--- src/rtl/core/rlat_pkg.sv ---
// Types and constants shared by the lookup-or-allocate table modules
`timescale 1ns / 1ps

package rlat_pkg;

  localparam int unsigned DEFAULT_ENTRIES = 32;
  localparam int unsigned KeyW      = 32;
  localparam int unsigned PayloadW  = 16;
  localparam int unsigned CountW    = 8;
  localparam int unsigned EntryIdxW = 5;
  localparam int unsigned OutcomeW  = 2;

  localparam logic [CountW-1:0] LIMIT_RESET = 8'hFF;

  typedef enum logic [OutcomeW-1:0] {
    OUTCOME_HIT      = 2'd0,
    OUTCOME_NEW      = 2'd1,
    OUTCOME_OVERFLOW = 2'd2,
    OUTCOME_FULL     = 2'd3
  } outcome_e;

  typedef struct packed {
    logic        [KeyW-1:0]     handle_key;
    logic        [KeyW-1:0]     source_key;
    logic        [KeyW-1:0]     attach_key;
    logic signed [PayloadW-1:0] payload_id;
  } req_t;

  typedef struct packed {
    logic [EntryIdxW-1:0] entry_index;
    logic [OutcomeW-1:0]  outcome;
    logic [CountW-1:0]    new_count;
  } rsp_t;

  typedef struct packed {
    logic start;
    logic scan;
    logic commit_hit;
    logic commit_alloc;
  } ctl_cmd_t;

  typedef struct packed {
    logic hit;
    logic scan_end;
    logic out_free;
  } ctl_sts_t;

endpackage

--- src/rtl/core/rlat_datapath.sv ---
// Datapath: entry memories, live bits, scan pipeline and result register
`timescale 1ns / 1ps

module rlat_datapath #(
  parameter int unsigned ENTRIES = rlat_pkg::DEFAULT_ENTRIES
) (
  input  logic                      clk_i,
  input  logic                      rst_ni,
  input  rlat_pkg::req_t            in_req_i,
  input  logic                      cfg_we_i,
  input  logic [rlat_pkg::CountW-1:0] cfg_wdata_i,
  input  rlat_pkg::ctl_cmd_t        cmd_i,
  output rlat_pkg::ctl_sts_t        sts_o,
  input  logic                      out_stall_i,
  output logic                      out_valid_o,
  output rlat_pkg::rsp_t            out_rsp_o
);
  import rlat_pkg::*;

  localparam int unsigned IdxW = $clog2(ENTRIES);
  localparam int unsigned ExtW = (IdxW > EntryIdxW) ? IdxW : EntryIdxW;
  localparam logic [IdxW-1:0] LastIdx = IdxW'(ENTRIES - 1);

  req_t              key_mem [ENTRIES];
  logic [CountW-1:0] cnt_mem [ENTRIES];
  logic [ENTRIES-1:0] live_q;

  req_t              req_q;
  logic [IdxW-1:0]   scan_idx_q;
  logic              issue_done_q;
  logic              rd_valid_q;
  logic [IdxW-1:0]   rd_idx_q;
  logic              rd_live_q;
  req_t              rd_entry_q;
  logic [CountW-1:0] rd_cnt_q;
  logic              free_found_q;
  logic [IdxW-1:0]   free_idx_q;
  logic [CountW-1:0] limit_q;
  logic              out_valid_q;
  rsp_t              out_rsp_q;

  logic              key_match;
  logic              hit;
  logic              over;
  logic [CountW-1:0] cnt_inc;
  logic              out_free;
  logic              key_we;
  logic              cnt_we;
  logic [IdxW-1:0]   cnt_waddr;
  logic [CountW-1:0] cnt_wdata;
  logic [IdxW-1:0]   res_idx;
  logic [ExtW-1:0]   res_idx_ext;
  logic              load_res;
  rsp_t              rsp_d;

  assign key_match = (rd_entry_q.handle_key == req_q.handle_key) &&
                     (rd_entry_q.source_key == req_q.source_key) &&
                     (rd_entry_q.attach_key == req_q.attach_key);
  assign hit       = rd_valid_q && rd_live_q && key_match;
  assign over      = (rd_cnt_q >= limit_q);
  assign cnt_inc   = rd_cnt_q + CountW'(1);
  assign out_free  = !out_valid_q || !out_stall_i;

  assign sts_o.hit      = hit;
  assign sts_o.scan_end = rd_valid_q && (rd_idx_q == LastIdx) && !hit;
  assign sts_o.out_free = out_free;

  assign key_we    = cmd_i.commit_alloc && free_found_q;
  assign cnt_we    = key_we || (cmd_i.commit_hit && !over);
  assign cnt_waddr = key_we ? free_idx_q : rd_idx_q;
  assign cnt_wdata = key_we ? CountW'(1) : cnt_inc;

  assign res_idx     = cmd_i.commit_alloc ? free_idx_q : rd_idx_q;
  assign res_idx_ext = ExtW'(res_idx);
  assign load_res    = cmd_i.commit_hit || cmd_i.commit_alloc;

  always_comb begin
    rsp_d = '0;
    if (cmd_i.commit_hit) begin
      if (over) begin
        rsp_d.outcome = OUTCOME_OVERFLOW;
      end else begin
        rsp_d.entry_index = res_idx_ext[EntryIdxW-1:0];
        rsp_d.outcome     = OUTCOME_HIT;
        rsp_d.new_count   = cnt_inc;
      end
    end else if (free_found_q) begin
      rsp_d.entry_index = res_idx_ext[EntryIdxW-1:0];
      rsp_d.outcome     = OUTCOME_NEW;
      rsp_d.new_count   = CountW'(1);
    end else begin
      rsp_d.outcome = OUTCOME_FULL;
    end
  end

  // Entry memories
  always_ff @(posedge clk_i) begin
    if (key_we) begin
      key_mem[free_idx_q] <= req_q;
    end
  end

  always_ff @(posedge clk_i) begin
    if (cnt_we) begin
      cnt_mem[cnt_waddr] <= cnt_wdata;
    end
  end

  always_ff @(posedge clk_i) begin
    if (cmd_i.scan && !issue_done_q) begin
      rd_entry_q <= key_mem[scan_idx_q];
      rd_cnt_q   <= cnt_mem[scan_idx_q];
      rd_live_q  <= live_q[scan_idx_q];
      rd_idx_q   <= scan_idx_q;
    end
  end

  always_ff @(posedge clk_i) begin
    if (cmd_i.start) begin
      req_q <= in_req_i;
    end
    if (cmd_i.scan && rd_valid_q && !rd_live_q && !free_found_q) begin
      free_idx_q <= rd_idx_q;
    end
    if (load_res) begin
      out_rsp_q <= rsp_d;
    end
  end

  always_ff @(posedge clk_i or negedge rst_ni) begin
    if (!rst_ni) begin
      live_q       <= '0;
      scan_idx_q   <= '0;
      issue_done_q <= 1'b0;
      rd_valid_q   <= 1'b0;
      free_found_q <= 1'b0;
      limit_q      <= LIMIT_RESET;
      out_valid_q  <= 1'b0;
    end else begin
      if (cfg_we_i) begin
        limit_q <= cfg_wdata_i;
      end
      if (key_we) begin
        live_q[free_idx_q] <= 1'b1;
      end
      if (cmd_i.start) begin
        scan_idx_q   <= '0;
        issue_done_q <= 1'b0;
        rd_valid_q   <= 1'b0;
        free_found_q <= 1'b0;
      end else if (cmd_i.scan) begin
        rd_valid_q <= !issue_done_q;
        if (!issue_done_q) begin
          if (scan_idx_q == LastIdx) begin
            issue_done_q <= 1'b1;
          end else begin
            scan_idx_q <= scan_idx_q + IdxW'(1);
          end
        end
        if (rd_valid_q && !rd_live_q) begin
          free_found_q <= 1'b1;
        end
      end
      if (load_res) begin
        out_valid_q <= 1'b1;
      end else if (!out_stall_i) begin
        out_valid_q <= 1'b0;
      end
    end
  end

  assign out_valid_o = out_valid_q;
  assign out_rsp_o   = out_rsp_q;

endmodule

--- src/rtl/core/rlat_ctrl.sv ---
// Controller: request sequencing through scan and commit
`timescale 1ns / 1ps

module rlat_ctrl (
  input  logic                clk_i,
  input  logic                rst_ni,
  input  logic                in_valid_i,
  output logic                in_stall_o,
  input  rlat_pkg::ctl_sts_t  sts_i,
  output rlat_pkg::ctl_cmd_t  cmd_o
);
  import rlat_pkg::*;

  typedef enum logic [3:0] {
    ST_IDLE  = 4'b0001,
    ST_SCAN  = 4'b0010,
    ST_HIT   = 4'b0100,
    ST_ALLOC = 4'b1000
  } state_e;

  state_e state_q;
  state_e state_d;

  always_comb begin
    state_d = state_q;
    cmd_o   = '0;
    case (state_q)
      ST_IDLE: begin
        if (in_valid_i) begin
          cmd_o.start = 1'b1;
          state_d     = ST_SCAN;
        end
      end
      ST_SCAN: begin
        if (sts_i.hit) begin
          state_d = ST_HIT;
        end else begin
          cmd_o.scan = 1'b1;
          if (sts_i.scan_end) begin
            state_d = ST_ALLOC;
          end
        end
      end
      ST_HIT: begin
        if (sts_i.out_free) begin
          cmd_o.commit_hit = 1'b1;
          state_d          = ST_IDLE;
        end
      end
      ST_ALLOC: begin
        if (sts_i.out_free) begin
          cmd_o.commit_alloc = 1'b1;
          state_d            = ST_IDLE;
        end
      end
      default: begin
        state_d = ST_IDLE;
      end
    endcase
  end

  always_ff @(posedge clk_i or negedge rst_ni) begin
    if (!rst_ni) begin
      state_q <= ST_IDLE;
    end else begin
      state_q <= state_d;
    end
  end

  assign in_stall_o = (state_q != ST_IDLE);

endmodule

--- src/rtl/core/refcounted_lookup_or_allocate_table.sv ---
// Top level of the reference-counted lookup-or-allocate table
// A hit ends the scan early. The table takes one request at a time; the scan of
// the entry memory reads one entry per cycle.
// Reset clears all live bits at once (every entry free) and sets the count limit to 255.
`timescale 1ns / 1ps

module refcounted_lookup_or_allocate_table #(
  parameter int unsigned ENTRIES = rlat_pkg::DEFAULT_ENTRIES
) (
  input  logic                        clk_i,
  input  logic                        rst_ni,
  input  logic                        in_valid_i,
  output logic                        in_stall_o,
  input  rlat_pkg::req_t              in_req_i,
  output logic                        out_valid_o,
  input  logic                        out_stall_i,
  output rlat_pkg::rsp_t              out_rsp_o,
  input  logic                        cfg_we_i,
  input  logic [rlat_pkg::CountW-1:0] cfg_wdata_i
);
  import rlat_pkg::*;

  ctl_cmd_t cmd;
  ctl_sts_t sts;

  rlat_ctrl u_ctrl (
    .clk_i      (clk_i),
    .rst_ni     (rst_ni),
    .in_valid_i (in_valid_i),
    .in_stall_o (in_stall_o),
    .sts_i      (sts),
    .cmd_o      (cmd)
  );

  rlat_datapath #(
    .ENTRIES (ENTRIES)
  ) u_datapath (
    .clk_i       (clk_i),
    .rst_ni      (rst_ni),
    .in_req_i    (in_req_i),
    .cfg_we_i    (cfg_we_i),
    .cfg_wdata_i (cfg_wdata_i),
    .cmd_i       (cmd),
    .sts_o       (sts),
    .out_stall_i (out_stall_i),
    .out_valid_o (out_valid_o),
    .out_rsp_o   (out_rsp_o)
  );

endmodule

--- config.mk ---
export PLATFORM = sky130hd
export DESIGN_NAME = refcounted_lookup_or_allocate_table
export DESIGN_NICKNAME = d
export VERILOG_FILES = /design/src/rtl/core/rlat_pkg.sv /design/src/rtl/core/rlat_datapath.sv /design/src/rtl/core/rlat_ctrl.sv /design/src/rtl/core/refcounted_lookup_or_allocate_table.sv
export SDC_FILE = /design/constraint.sdc
export NUM_CORES = 2
export LEC_CHECK = 0
export BUFFER_PORTS_ARGS = -buffer_cell sky130_fd_sc_hd__buf_2
export CORE_MARGIN = 2
export CORE_UTILIZATION = 50
export CTS_BUF_LIST = sky130_fd_sc_hd__clkbuf_8 sky130_fd_sc_hd__clkbuf_16
export CTS_CLUSTER_SIZE = 8
export DETAILED_ROUTE_END_ITERATION = 10
export PLACE_DENSITY = 0.74
export SLEW_MARGIN = 20
export SYNTH_ARGS = -nofsm -noshare
export SYNTH_HDL_FRONTEND = slang
export SYNTH_HIERARCHICAL = 1
export SYNTH_SLANG_ARGS = --single-unit
--- constraint.sdc ---
create_clock -name clk_i -period 15.74 [get_ports clk_i]
set_input_delay 1.574 -clock clk_i [delete_from_list [all_inputs] [get_ports clk_i]]
set_output_delay 1.574 -clock clk_i [all_outputs]
set_load 0.01 [all_outputs]
==> flow_summary.json <==
{
  "period_share_pct": 41.46,
  "core_area_um2": 272900,
  "yosysTopAreaCell": "edfxtp_1",
  "power_mw": 25.27,
  "cpPeakStageDelay_ns": 0.90,
  "power.switching_mw": 6.192,
  "synth_area_leaders": "edfxtp_1 (78%), mux4_2 (17%), mux2_2 (0.87%)",
  "grt_pass1_vias": 66935,
  "cts_tree": "yes",
  "synth_edf_count": 3554,
  "endpoint_kind": "flip-flop",
  "cts_hold_buf": 0,
  "min_path_type": "flip-flop to flip-flop",
  "htreeDepth": 6,
  "synthArstFlopShare_pct": 1.469,
  "syn_area_per_cell_um2": 25.03,
  "synth_ff_type": "edfxtp_1",
  "initial_core_util_pct": 50.12,
  "intPower_mw": 19.08,
  "finalSetupTns_ns": 0,
  "die-width_um": 527.0,
  "fin_crit_ns": 6.526,
  "grt_max_degree": 142,
  "route.detailed.drc": 0,
  "rr_worst_depth": 10,
  "power.density_nw_per_um2": 161.0,
  "reg2reg_to": "u_datapath/key_mem[27][44]$_DFFE_PP_",
  "synthesis.nets": 5601,
  "wl_um": 348300,
  "mostFrequentLayoutCells": "edfxtp_1 (3,554), mux4_2 (1,050), clkbuf_16 (542)",
  "vias_per_cell": 6.639,
  "die-area_um2": 277800,
  "timing.rr.start": "u_ctrl/state_q[3]$_DFFE_PN0P_",
  "clockBufferDepth": 4,
  "ir_worst_vdd_uv": 117.2,
  "ios": 142,
  "path_max_fanout": 40,
  "synth_seq_area_share_pct": 79.01,
  "numPortBuffers": 125,
  "crit_arrival_ns": 7.01,
  "grt_setup_unrepaired": "false",
  "maxCapViolCount": 0,
  "num_rows": 192,
  "cts_buffers": 525,
  "path_buf_inv": 4,
  "gp_congestion": 0.7804,
  "min-delay-start": "u_datapath/live_q[3]$_DFFE_PN0P_",
  "grt_util_all_layers_pct": 25.09,
  "cts_root_buf": "clkbuf_16",
  "synthToLayoutAreaGrowth_pct": 14.76,
  "status": "finished clean",
  "ant_nets": 0,
  "postCtsSetupBuffers": 0,
  "syn_inst": 5465,
  "clock_sinks": 3607,
  "insertion_delay_ns": 0.91,
  "p_clk_share_pct": 39.6,
  "path_cells": "buf_2, nand2_1, inv_1, nor2_1, and2_1, mux2i_1, nor2b_1, nand2_1, nor2_4, buf_4, buf_4",
  "finalClockSkew_ns": 0.06486,
  "tightest_slew_ns": 1.225,
  "drtIter0Drc": 10503,
  "antenna_found_initial": 11,
  "hold_viol_final": 0,
  "rrSetupSlack_ns": 9.34,
  "critPathLaunchType": "input pin",
  "swShare_pct": 24.51,
  "yosys_warnings": 6,
  "layout_commonest_cell": "edfxtp_1",
  "synth.distinct_cells": 51,
  "finish.net_count": 6164,
  "slew_headroom_pct": 17.59,
  "p_leak_nw": 48.32,
  "firstDrtPassIters": 8,
  "setup_viol": 0,
  "ys_ff_latch": 3607,
  "slew_viol_final": 0,
  "p_seq_share_pct": 45.8,
  "cp_slowest_cell": "buf_4",
  "min_path_cells": 1,
  "fmax_mhz": 153.2,
  "grt_pass1_wl_um": 495700,
  "timing.hold.ws_ns": 0.4602,
  "clkTransAtPathRegs_ns": 0.05,
  "cp.required_ns": 16.22,
  "dpl.hpwl_um": 154400,
  "path_delay_family": "simple AND/OR/NAND/NOR gates",
  "die_h_um": 527.0,
  "worstSetupPathType": "input pin to flip-flop",
  "cts_resized": 0,
  "drive_gt1_share_pct": 34.96,
  "overflow": 0,
  "combPwrFrac_pct": 14.6,
  "hold_path_end": "u_datapath/live_q[3]$_DFFE_PN0P_",
  "wl_per_cell_um": 35.91,
  "via_count": 64387,
  "yosysTopAreaCellShare_pct": 78.03,
  "netlist_area_um2": 136800
}
## metal layers
metal | global-route usage (%) | vias up | wire length (um)
li1 | - | 24534 | -
met1 | 34.71 | 34363 | 124800
met2 | 40.16 | 4819 | 171800
met3 | 5.072 | 667 | 39120
met4 | 8.805 | 4 | 12610
met5 | 0 | - | 27
## worst register-to-register path, stage by stage, from the launching register on
cell	delay, ns
dfrtp_1	0.44
nand2b_1	0.11
or3_2	0.47
nor2_1	0.60
and2_1	0.81
mux2i_1	0.32
nor2b_1	0.21
nand2_1	0.32
nor2_4	0.87
buf_4	0.85
buf_4	0.99
## metrics by stage
stage	std cells	util, %	cell area [um2]	worst slack [ns]
floorplan	5465	-	136800	4.163
global placement	9084	52.23	142500	8.564
detailed placement	9086	52.25	142600	8.513
CTS	9692	57.47	156800	9.386
global route	9697	57.51	157000	9.065
finish	9699	57.52	157000	9.214
## registers in the layout, summed over array words and instances, names as in the netlist
register and count:
u_datapath/live_q 32, u_datapath/cnt_mem 256, u_datapath/key_mem 3072, u_datapath/out_rsp_o 15, u_datapath/rd_live_q 1, u_datapath/issue_done_q 1
u_ctrl/state_q 4, u_datapath/rd_idx_q 5, u_datapath/out_valid_o 1, u_datapath/scan_idx_q 5, u_datapath/req_q 96, u_datapath/free_found_q 1
u_datapath/limit_q 8, u_datapath/rd_entry_q 96, u_datapath/free_idx_q 5, u_datapath/rd_cnt_q 8, u_datapath/rd_valid_q 1
## area by class of cell
class | count | area (um2)
multi-input cells | 1561 | 27740
diodes | 3 | 7.507
repair buffers | 296 | 2245
flip-flops and latches | 3607 | 108100
clock buffers | 542 | 13560
well taps | 3589 | 4491
fillers | 18331 | 115900
inverters | 37 | 146.4
clock inverters | 64 | 693.2
## kinds of logic after synthesis
family,synth area share (%)
buf+inv,0.9376
mux,18.24
xor+xnor,0.4675
simple gates,0.9596
compound gates,0.2937
fa+ha+maj,0.1006
flops,79.01
## power groups by stage
stage          Combinational [mW]  Clock [mW]  Sequential [mW]
2_1_floorplan                2.58           0             11.7
3_3_place_gp                 3.55           0             11.7
3_5_place_dp                 3.62           0             11.7
4_1_cts                      3.70        10.1             11.6
5_1_grt                      3.88        10.5             11.6
6_report                     3.69        10.0             11.6
## synth_stat cells (11+ instances only)
cell,n
inv_1,37
xor2_1,54
mux4_2,1050
dfrtp_1,44
edfxtp_1,3554
nand4_1,11
ha_1,11
nor4_1,15
nor2_1,102
xnor2_1,19
or2_2,34
nand2_1,27
buf_4,13
mux2_2,106
buf_2,71
nand2b_1,18
buf_1,25
nor2b_1,14
clkbuf_1,147
## how the worst max path moves through the flow
| stage | start | end | slack, ns | depth (start not counted) |
|---|---|---|---|---|
| 2_1_floorplan | in_valid_i | u_datapath/req_q[100]$_DFFE_PP_ | 4.16 | 2 |
| 3_3_place_gp | out_stall_i | u_datapath/key_mem[27][48]$_DFFE_PP_ | 8.56 | 11 |
| 3_5_place_dp | out_stall_i | u_datapath/key_mem[27][40]$_DFFE_PP_ | 8.51 | 11 |
| 4_1_cts | out_stall_i | u_datapath/key_mem[27][54]$_DFFE_PP_ | 9.39 | 11 |
| 5_1_grt | out_stall_i | u_datapath/key_mem[27][105]$_DFFE_PP_ | 9.06 | 11 |
| 6_report | out_stall_i | u_datapath/key_mem[27][44]$_DFFE_PP_ | 9.21 | 11 |
No activity file was read; power rests on OpenSTA's default activity.
